[config.mk]
export PLATFORM = sky130hd
export DESIGN_NAME = eth_ipv4_tcp_header_check
export DESIGN_NICKNAME = d
export VERILOG_FILES = /design/src/design/eth_hc_pkg.sv /design/src/design/eth_hc_judge.sv /design/src/design/eth_ipv4_tcp_header_check.sv
export VERILOG_INCLUDE_DIRS = /design/src /design/src/design
export SDC_FILE = /design/constraint.sdc
export NUM_CORES = 1
export LEC_CHECK = 0
export ABC_AREA = 1
export CAP_MARGIN = 20
export CORE_ASPECT_RATIO = 0.7
export CORE_UTILIZATION = 30
export CTS_BUF_LIST = sky130_fd_sc_hd__clkbuf_8
export CTS_CLUSTER_SIZE = 16
export DETAILED_ROUTE_END_ITERATION = 12
export DONT_BUFFER_PORTS = 1
export GPL_TIMING_DRIVEN = 0
export HOLD_SLACK_MARGIN = 0.02
export PLACE_DENSITY = 0.55
export SLEW_MARGIN = 10
export SYNTH_ARGS = -nofsm -noshare
export SYNTH_HDL_FRONTEND = slang
export SYNTH_SLANG_ARGS = --single-unit
[constraint.sdc]
create_clock -name clk -period 5.9 [get_ports clk]
set_clock_uncertainty 0.15 [all_clocks]
set_input_delay 1.18 -clock clk [delete_from_list [all_inputs] [get_ports clk]]
set_output_delay 1.18 -clock clk [all_outputs]
set_load 0.005 [all_outputs]
[src/design/eth_ipv4_tcp_header_check_assert.svh]
// ----------------------------------------------------------------------------
// eth_ipv4_tcp_header_check assertion macros
// Concurrent assertion helpers clocked on clk, disabled in rst.
// ----------------------------------------------------------------------------
`ifndef ETH_IPV4_TCP_HEADER_CHECK_ASSERT_SVH
`define ETH_IPV4_TCP_HEADER_CHECK_ASSERT_SVH

`ifndef SYNTH

// Antecedent holds, consequent holds in the same cycle.
`define EHC_ASSERT_IMPL(lbl, ante, cons, msg) \
  lbl: assert property (@(posedge clk) disable iff (rst) (ante) |-> (cons)) \
    else $error(msg);

// Antecedent holds, consequent holds in the next cycle.
`define EHC_ASSERT_NEXT(lbl, ante, cons, msg) \
  lbl: assert property (@(posedge clk) disable iff (rst) (ante) |=> (cons)) \
    else $error(msg);

`else

`define EHC_ASSERT_IMPL(lbl, ante, cons, msg)
`define EHC_ASSERT_NEXT(lbl, ante, cons, msg)

`endif

`endif

[src/design/eth_hc_pkg.sv]
// ----------------------------------------------------------------------------
// eth_hc_pkg
// Types, codes and constants shared by the header checker modules.
// ----------------------------------------------------------------------------
`default_nettype none

package eth_hc_pkg;

  localparam int unsigned CountW = 17;
  localparam logic [CountW-1:0] COUNT_MAX = '1;

  // Frame byte positions of the captured header fields
  localparam logic [CountW-1:0] POS_ETYPE_HI = 17'd12;
  localparam logic [CountW-1:0] POS_ETYPE_LO = 17'd13;
  localparam logic [CountW-1:0] POS_VER_IHL  = 17'd14;
  localparam logic [CountW-1:0] POS_TOTLEN_HI = 17'd16;
  localparam logic [CountW-1:0] POS_TOTLEN_LO = 17'd17;
  localparam logic [CountW-1:0] POS_FRAG_HI  = 17'd20;
  localparam logic [CountW-1:0] POS_FRAG_LO  = 17'd21;
  localparam logic [CountW-1:0] POS_PROTO    = 17'd23;
  // TCP data offset sits at 14 + IHL*4 + 12
  localparam logic [CountW-1:0] POS_TCP_BASE = 17'd26;

  localparam logic [15:0] ETH_HDR_LEN  = 16'd14;
  localparam logic [15:0] IP_MIN_HDR   = 16'd20;
  localparam logic [15:0] TCP_MIN_HDR  = 16'd20;
  localparam logic [15:0] ETYPE_IPV4   = 16'h0800;
  localparam logic [3:0]  IP_VERSION4  = 4'd4;
  localparam logic [7:0]  PROTO_TCP    = 8'd6;
  localparam logic [15:0] FRAG_MASK    = 16'h3FFF;

  typedef enum logic [3:0] {
    RC_NONE      = 4'd0,
    RC_SHORT     = 4'd1,
    RC_ETHERTYPE = 4'd2,
    RC_VERSION   = 4'd3,
    RC_PROTOCOL  = 4'd4,
    RC_IPHLEN    = 4'd5,
    RC_TOTLEN    = 4'd6,
    RC_TRUNC     = 4'd7,
    RC_FRAGMENT  = 4'd8,
    RC_TCPHLEN   = 4'd9,
    RC_TCPOVER   = 4'd10
  } reject_code_t;

  // Captured header fields of the frame in flight
  typedef struct packed {
    logic [CountW-1:0] byte_count;
    logic [15:0]       ether_type_word;
    logic [7:0]        version_ihl_byte;
    logic [15:0]       ip_total_length;
    logic [15:0]       flags_fragment_word;
    logic [7:0]        ip_protocol;
    logic [3:0]        tcp_offset_nibble;
  } hdr_fields_t;

  typedef struct packed {
    logic [15:0]  payload_length;
    logic [7:0]   payload_offset;
    logic [5:0]   tcp_header_bytes;
    logic [5:0]   ip_header_bytes;
    reject_code_t reject_code;
    logic         accepted;
  } verdict_t;

  localparam int unsigned VerdictW = $bits(verdict_t);
  localparam int unsigned OutDataW = ((VerdictW + 7) / 8) * 8;

endpackage

`default_nettype wire

[src/design/eth_hc_judge.sv]
// ----------------------------------------------------------------------------
// eth_hc_judge
// Priority header checks and length math on a snapshot of the captured fields.
// ----------------------------------------------------------------------------
`default_nettype none

module eth_hc_judge
  import eth_hc_pkg::*;
(
  input  hdr_fields_t hdr,
  output verdict_t    verdict
);

  logic [5:0]  ihl_bytes;
  logic [5:0]  tcp_bytes;
  logic [15:0] ihl16;
  logic [15:0] tcp16;
  reject_code_t code;

  assign ihl_bytes = {hdr.version_ihl_byte[3:0], 2'b00};
  assign tcp_bytes = {hdr.tcp_offset_nibble, 2'b00};
  assign ihl16     = {10'd0, ihl_bytes};
  assign tcp16     = {10'd0, tcp_bytes};

  // first failing check wins
  always_comb begin
    if (hdr.byte_count < 17'(ETH_HDR_LEN + IP_MIN_HDR)) begin
      code = RC_SHORT;
    end else if (hdr.ether_type_word != ETYPE_IPV4) begin
      code = RC_ETHERTYPE;
    end else if (hdr.version_ihl_byte[7:4] != IP_VERSION4) begin
      code = RC_VERSION;
    end else if (hdr.ip_protocol != PROTO_TCP) begin
      code = RC_PROTOCOL;
    end else if (ihl16 < IP_MIN_HDR) begin
      code = RC_IPHLEN;
    end else if (hdr.ip_total_length < ihl16 + TCP_MIN_HDR) begin
      code = RC_TOTLEN;
    end else if (hdr.byte_count < {1'b0, ETH_HDR_LEN} + {1'b0, hdr.ip_total_length}) begin
      code = RC_TRUNC;
    end else if ((hdr.flags_fragment_word & FRAG_MASK) != 16'd0) begin
      code = RC_FRAGMENT;
    end else if (tcp16 < TCP_MIN_HDR) begin
      code = RC_TCPHLEN;
    end else if (hdr.ip_total_length < ihl16 + tcp16) begin
      code = RC_TCPOVER;
    end else begin
      code = RC_NONE;
    end
  end

  always_comb begin
    verdict = '0;
    verdict.reject_code = code;
    if (code == RC_NONE) begin
      verdict.accepted         = 1'b1;
      verdict.ip_header_bytes  = ihl_bytes;
      verdict.tcp_header_bytes = tcp_bytes;
      verdict.payload_offset   = ETH_HDR_LEN[7:0] + {2'b00, ihl_bytes} + {2'b00, tcp_bytes};
      verdict.payload_length   = hdr.ip_total_length - ihl16 - tcp16;
    end
  end

endmodule

`default_nettype wire

[src/design/eth_ipv4_tcp_header_check.sv]
// ----------------------------------------------------------------------------
// eth_ipv4_tcp_header_check
// Byte-stream Ethernet/IPv4/TCP header checker with one verdict per frame.
// ----------------------------------------------------------------------------
//
//  channel  dir  beat                         tdata                      tlast
//  s_axis   in   one frame byte               [7:0] data_byte            last_byte
//  m_axis   out  one verdict per frame        [40:0] verdict, see below  -
//
//  Cycles: one beat per clock unless a last byte waits on a held verdict; a
//    byte passes the input register, then the field capture and the checks
//    run in one pass into the verdict register.
//  Reset: rst (sync, active high) clears the pipe, byte count and fields.
//  Stalls: m_axis_tready low holds the verdict; only a last byte waits behind
//    it, other bytes keep flowing. State clears after each verdict.
//
`default_nettype none

`include "eth_ipv4_tcp_header_check_assert.svh"

module eth_ipv4_tcp_header_check
  import eth_hc_pkg::*;
(
  input  logic                clk,
  input  logic                rst,

  input  logic                s_axis_tvalid,
  output logic                s_axis_tready,
  input  logic [7:0]          s_axis_tdata,   // [7:0] data_byte
  input  logic                s_axis_tlast,   // last_byte

  output logic                m_axis_tvalid,
  input  logic                m_axis_tready,
  // [0] accepted, [4:1] reject_code, [10:5] ip_header_bytes,
  // [16:11] tcp_header_bytes, [24:17] payload_offset, [40:25] payload_length,
  // [47:41] zero
  output logic [OutDataW-1:0] m_axis_tdata
);

  // input register
  logic       s1_valid;
  logic [7:0] s1_byte;
  logic       s1_last;
  logic       s1_fire;
  logic       out_free;

  // frame state and next value after the byte in s1
  hdr_fields_t fields;
  hdr_fields_t fields_next;
  logic [5:0]  ihl_bytes_next;

  verdict_t    verdict_calc;
  logic        out_valid;
  verdict_t    out_verdict;

  assign out_free      = !out_valid || m_axis_tready;
  // only a last byte needs room in the verdict register
  assign s1_fire       = s1_valid && (!s1_last || out_free);
  assign s_axis_tready = !s1_valid || s1_fire;

  always_ff @(posedge clk) begin
    if (rst) begin
      s1_valid <= 1'b0;
    end else if (s_axis_tready) begin
      s1_valid <= s_axis_tvalid;
    end
  end

  always_ff @(posedge clk) begin
    if (s_axis_tready && s_axis_tvalid) begin
      s1_byte <= s_axis_tdata;
      s1_last <= s_axis_tlast;
    end
  end

  // field capture at fixed byte positions and at the IHL-dependent TCP offset
  always_comb begin
    fields_next = fields;
    case (fields.byte_count)
      POS_ETYPE_HI:  fields_next.ether_type_word[15:8]     = s1_byte;
      POS_ETYPE_LO:  fields_next.ether_type_word[7:0]      = s1_byte;
      POS_VER_IHL:   fields_next.version_ihl_byte          = s1_byte;
      POS_TOTLEN_HI: fields_next.ip_total_length[15:8]     = s1_byte;
      POS_TOTLEN_LO: fields_next.ip_total_length[7:0]      = s1_byte;
      POS_FRAG_HI:   fields_next.flags_fragment_word[15:8] = s1_byte;
      POS_FRAG_LO:   fields_next.flags_fragment_word[7:0]  = s1_byte;
      POS_PROTO:     fields_next.ip_protocol               = s1_byte;
      default: ;
    endcase
    ihl_bytes_next = {fields_next.version_ihl_byte[3:0], 2'b00};
    // TCP data offset nibble, position follows the IHL
    if (fields.byte_count >= POS_TCP_BASE &&
        fields.byte_count == POS_TCP_BASE + {11'd0, ihl_bytes_next}) begin
      fields_next.tcp_offset_nibble = s1_byte[7:4];
    end
    // saturating count
    if (fields.byte_count != COUNT_MAX) begin
      fields_next.byte_count = fields.byte_count + 17'd1;
    end
  end

  eth_hc_judge u_judge (
    .hdr     (fields_next),
    .verdict (verdict_calc)
  );

  always_ff @(posedge clk) begin
    if (rst) begin
      fields <= '0;
    end else if (s1_fire) begin
      fields <= s1_last ? '0 : fields_next;
    end
  end

  // verdict register
  always_ff @(posedge clk) begin
    if (rst) begin
      out_valid <= 1'b0;
    end else if (s1_fire && s1_last) begin
      out_valid <= 1'b1;
    end else if (m_axis_tready) begin
      out_valid <= 1'b0;
    end
  end

  always_ff @(posedge clk) begin
    if (s1_fire && s1_last) begin
      out_verdict <= verdict_calc;
    end
  end

  assign m_axis_tvalid = out_valid;
  assign m_axis_tdata  = {{(OutDataW - VerdictW){1'b0}}, out_verdict};

  // ---- assertions ----
  `EHC_ASSERT_NEXT(a_clear_after_last, s1_fire && s1_last, fields == '0,
    "frame state not cleared after verdict")
  `EHC_ASSERT_NEXT(a_verdict_follows_last, s1_fire && s1_last, out_valid,
    "no verdict after last byte")
  `EHC_ASSERT_IMPL(a_accept_code, out_valid && out_verdict.accepted,
    out_verdict.reject_code == RC_NONE && out_verdict.ip_header_bytes >= 6'd20 &&
    out_verdict.tcp_header_bytes >= 6'd20,
    "accepted verdict with bad code or header length")
  `EHC_ASSERT_IMPL(a_reject_zero, out_valid && !out_verdict.accepted,
    out_verdict.reject_code != RC_NONE && out_verdict.payload_length == 16'd0 &&
    out_verdict.payload_offset == 8'd0,
    "rejected verdict carries nonzero fields")
  `EHC_ASSERT_IMPL(a_last_waits, s1_valid && s1_last && out_valid && !m_axis_tready,
    !s_axis_tready, "last byte passed a held verdict")

endmodule

`default_nettype wire
==> results.yml <==
synth:
  yosysMostFrequentCell: "nand2_1"
  synth_seq_cells: 130
  async_flop_share_pct: 0
  synth_area_per_cell_sq_um: 7.55
  yosysTopAreaCellShare_pct: 19.8
  ys_types: 58
  synth_cells: 1140
  syn_area_sq_um: 8610
  synthTopCellsByArea: "dfxtp_1 20%, edfxtp_1 16%, nand2_1 12%"
  yosysSeqAreaShare_pct: 35.5
  ys_warn_count: 0
  ys.flop_type: "dfxtp_1"
  yosys.area.top_type: "dfxtp_1"
  synth_edf_count: 45
  synth_common_cells: "279 x nand2_1, 120 x inv_1, 105 x a21oi_1"
sta:
  drv_slew: 0
  finalSetupViolations: 0
  fin_crit_ps: 5560
  timing.fmax_ghz: 0.180
  worst_slew_pin_slew_ps: 811
  finalCritPeriodShare_pct: 94.2
  slew_headroom_pct: 45.6
  hold_viol_final: 0
die:
  dieArea_sq_um: 29400
  core_sq_um: 28000
  die_y_um: 144
  pin_count: 63
  start_util_pct: 30.7
  rows: 51
  chipWidth_um: 204
worst_setup_path:
  cp.required_ps: 6000
  end_kind: "flop"
  start_kind: "flop"
  crit_type: "reg2reg"
  cp.arrival_ps: 5650
  r2r-end: "m_axis_tdata[40]"
  r2r_start: "fields[68]"
  reg2reg_slack_ps: 340
  crit_fanout: 5
  reg2reg_depth: 33
  crit_slowest_cell: "fa_2"
  slowest_delay_ps: 570
  cp_common_cell: "nand2_4"
finish:
  final_cells: 1577
  final_area_sq_um: 10000
  finalNetCount: 1259
  n_antenna_cell: 0
  drive_gt1_share_pct: 18.5
  area_growth_pct: 16.6
  postLayoutCoreUtil_pct: 35.8
grt:
  grt_overflow_total: 0
  grt_pass1_vias: 6748
  antenna_found_initial: 0
  grt_pass1_wl_um: 38200
  track_usage_pct: 17.3
  grt_max_degree: 37
placed_design:
  globalplace.congestion: 0.921
  dp_hpwl_um: 18600
  portBuffers: 0
  placed_cell_area_sq_um: 9130
  dpl.cell_count: 1523
power_and_ir_drop:
  vdd_drop_max_uv: 181
  power_density_nw_per_um2: 180
  leakage_uw: 0.00403
  p_total_uw: 1800
clocking:
  htree_levels: 4
  cts.sinks: 130
  clk_path_buf_depth: 2
  clock_latency_ps: 480
  cts_tree: "yes"
  clk_pin_slew_ps: 80
  cts-root-buf: "clkbuf_8"
  holdBufCountCts: 0
  cts_buffers: 17
route:
  first_pass_iters: 5
  via_per_inst: 4.78
  wirelength_um: 24700
  drt_iter0_markers: 608
  route.vias.total: 7541
  drc_errors: 0
  ant_nets: 0
  wl_per_cell_um: 15.7
run:
  maxCapViolations: 0
worst_hold_path:
  hold-path-cell-count: 2
  worstHoldStart: "fields[54]"
  min_to: "fields[54]"
  hold_class: "reg2reg"
outcome:
  status: "completed"
kinds of logic (layout without fill, tap and decap cells):
| logic type | after synthesis | in the layout | synth area share, % |
|---|---|---|---|
| other cells | 1 | 12 | 0.0436 |
| compound gates | 187 | 187 | 12.0 |
| xor+xnor | 46 | 46 | 4.68 |
| simple gates | 534 | 534 | 29.8 |
| buf+inv | 186 | 241 | 9.65 |
| fa+ha+maj | 53 | 53 | 8.05 |
| mux | 3 | 3 | 0.363 |
| flops | 130 | 130 | 35.5 |
worst max-delay path, delay by kind of cell, from the launching register on:
kind / cells / cell delay (ps)
AO/OA/AOI/OAI: 3 / 520
XOR/XNOR: 2 / 310
buffers and inverters: 5 / 540
adder cells (fa/ha/maj): 4 / 1240
flip-flops: 1 / 380
AND/OR/NAND/NOR: 19 / 2160
layout by cell type (no fill, tap or decap), types with 9 or more instances in the layout:
cell type,netlist,layout
a21oi_1,105,104
buf_4,14,34
clkbuf_1,28,28
clkbuf_8,0,17
conb_1,1,12
dfxtp_1,85,81
edfxtp_1,45,45
ha_1,49,46
inv_1,120,114
inv_2,9,12
nand2_1,279,275
nand2_2,17,17
nand2_4,5,9
nand3_1,45,41
nand4_1,18,18
nor2_1,86,76
nor2_2,12,17
nor2_4,20,25
nor3_1,15,14
o21ai_0,30,28
o21ai_1,15,13
o22ai_1,9,9
or2_2,15,15
xnor2_1,13,13
xor2_1,33,31
per-layer routing:
metal / vias to the layer above / routed length (um) / global-route usage [%]
li1: 3804 / - / -
met1: 3519 / 13000 / 26.2
met2: 192 / 9970 / 24.3
met3: 26 / 1420 / 3.83
met4: 0 / 282 / 3.89
met5: - / 0 / 0
sequential cells by signal (all words and copies together) (netlist names):
name           flops
m_axis_tdata      36
s1_last            1
s1_byte            8
s1_valid           1
m_axis_tvalid      1
fields            83
worst max path at each step:
stage                     startpoint                to
after CTS                 fields[68]  m_axis_tdata[40]
after detailed placement  fields[80]  m_axis_tdata[23]
final                     fields[68]  m_axis_tdata[40]
after global routing      fields[69]   m_axis_tdata[8]
after floorplan           fields[68]  m_axis_tdata[40]
after global placement    fields[68]  m_axis_tdata[40]
cell type report:
| cell class | instances | area, sq um |
|---|---|---|
| clock inverter | 15 | 158 |
| buffer | 55 | 358 |
| sequential | 130 | 3060 |
| clock buffer | 17 | 234 |
| timing repair buffer | 23 | 238 |
| inverter | 131 | 503 |
| fill | 2922 | 18000 |
| tap | 371 | 464 |
| multi-input combinational | 835 | 5020 |
report_power, final:
part           switching, uW  leakage (uW)  internal (uW)
clock                    409      0.000201            380
sequential              9.88       0.00112            933
combinational           59.2       0.00272           14.3
total                    478       0.00403           1330
stage by stage:
stage | setup TNS [ps] | worst slack (ps) | hold WS (ps)
detailed placement | -15220 | -507 | 305
global route | -12.7 | -7.88 | 328
global placement | -13790 | -464 | 298
floorplan | 0 | 424 | 292
finish | 0 | 342 | 316
CTS | -4.75 | -4.75 | 318
timing repair:
action,4_1_cts,5_1_grt
setup endpoints to repair,34,33
gates cloned,0,3
setup buffers,4,15
pin swaps,4,19
gates resized for setup,16,55
No activity file was read; power rests on OpenSTA's default activity.
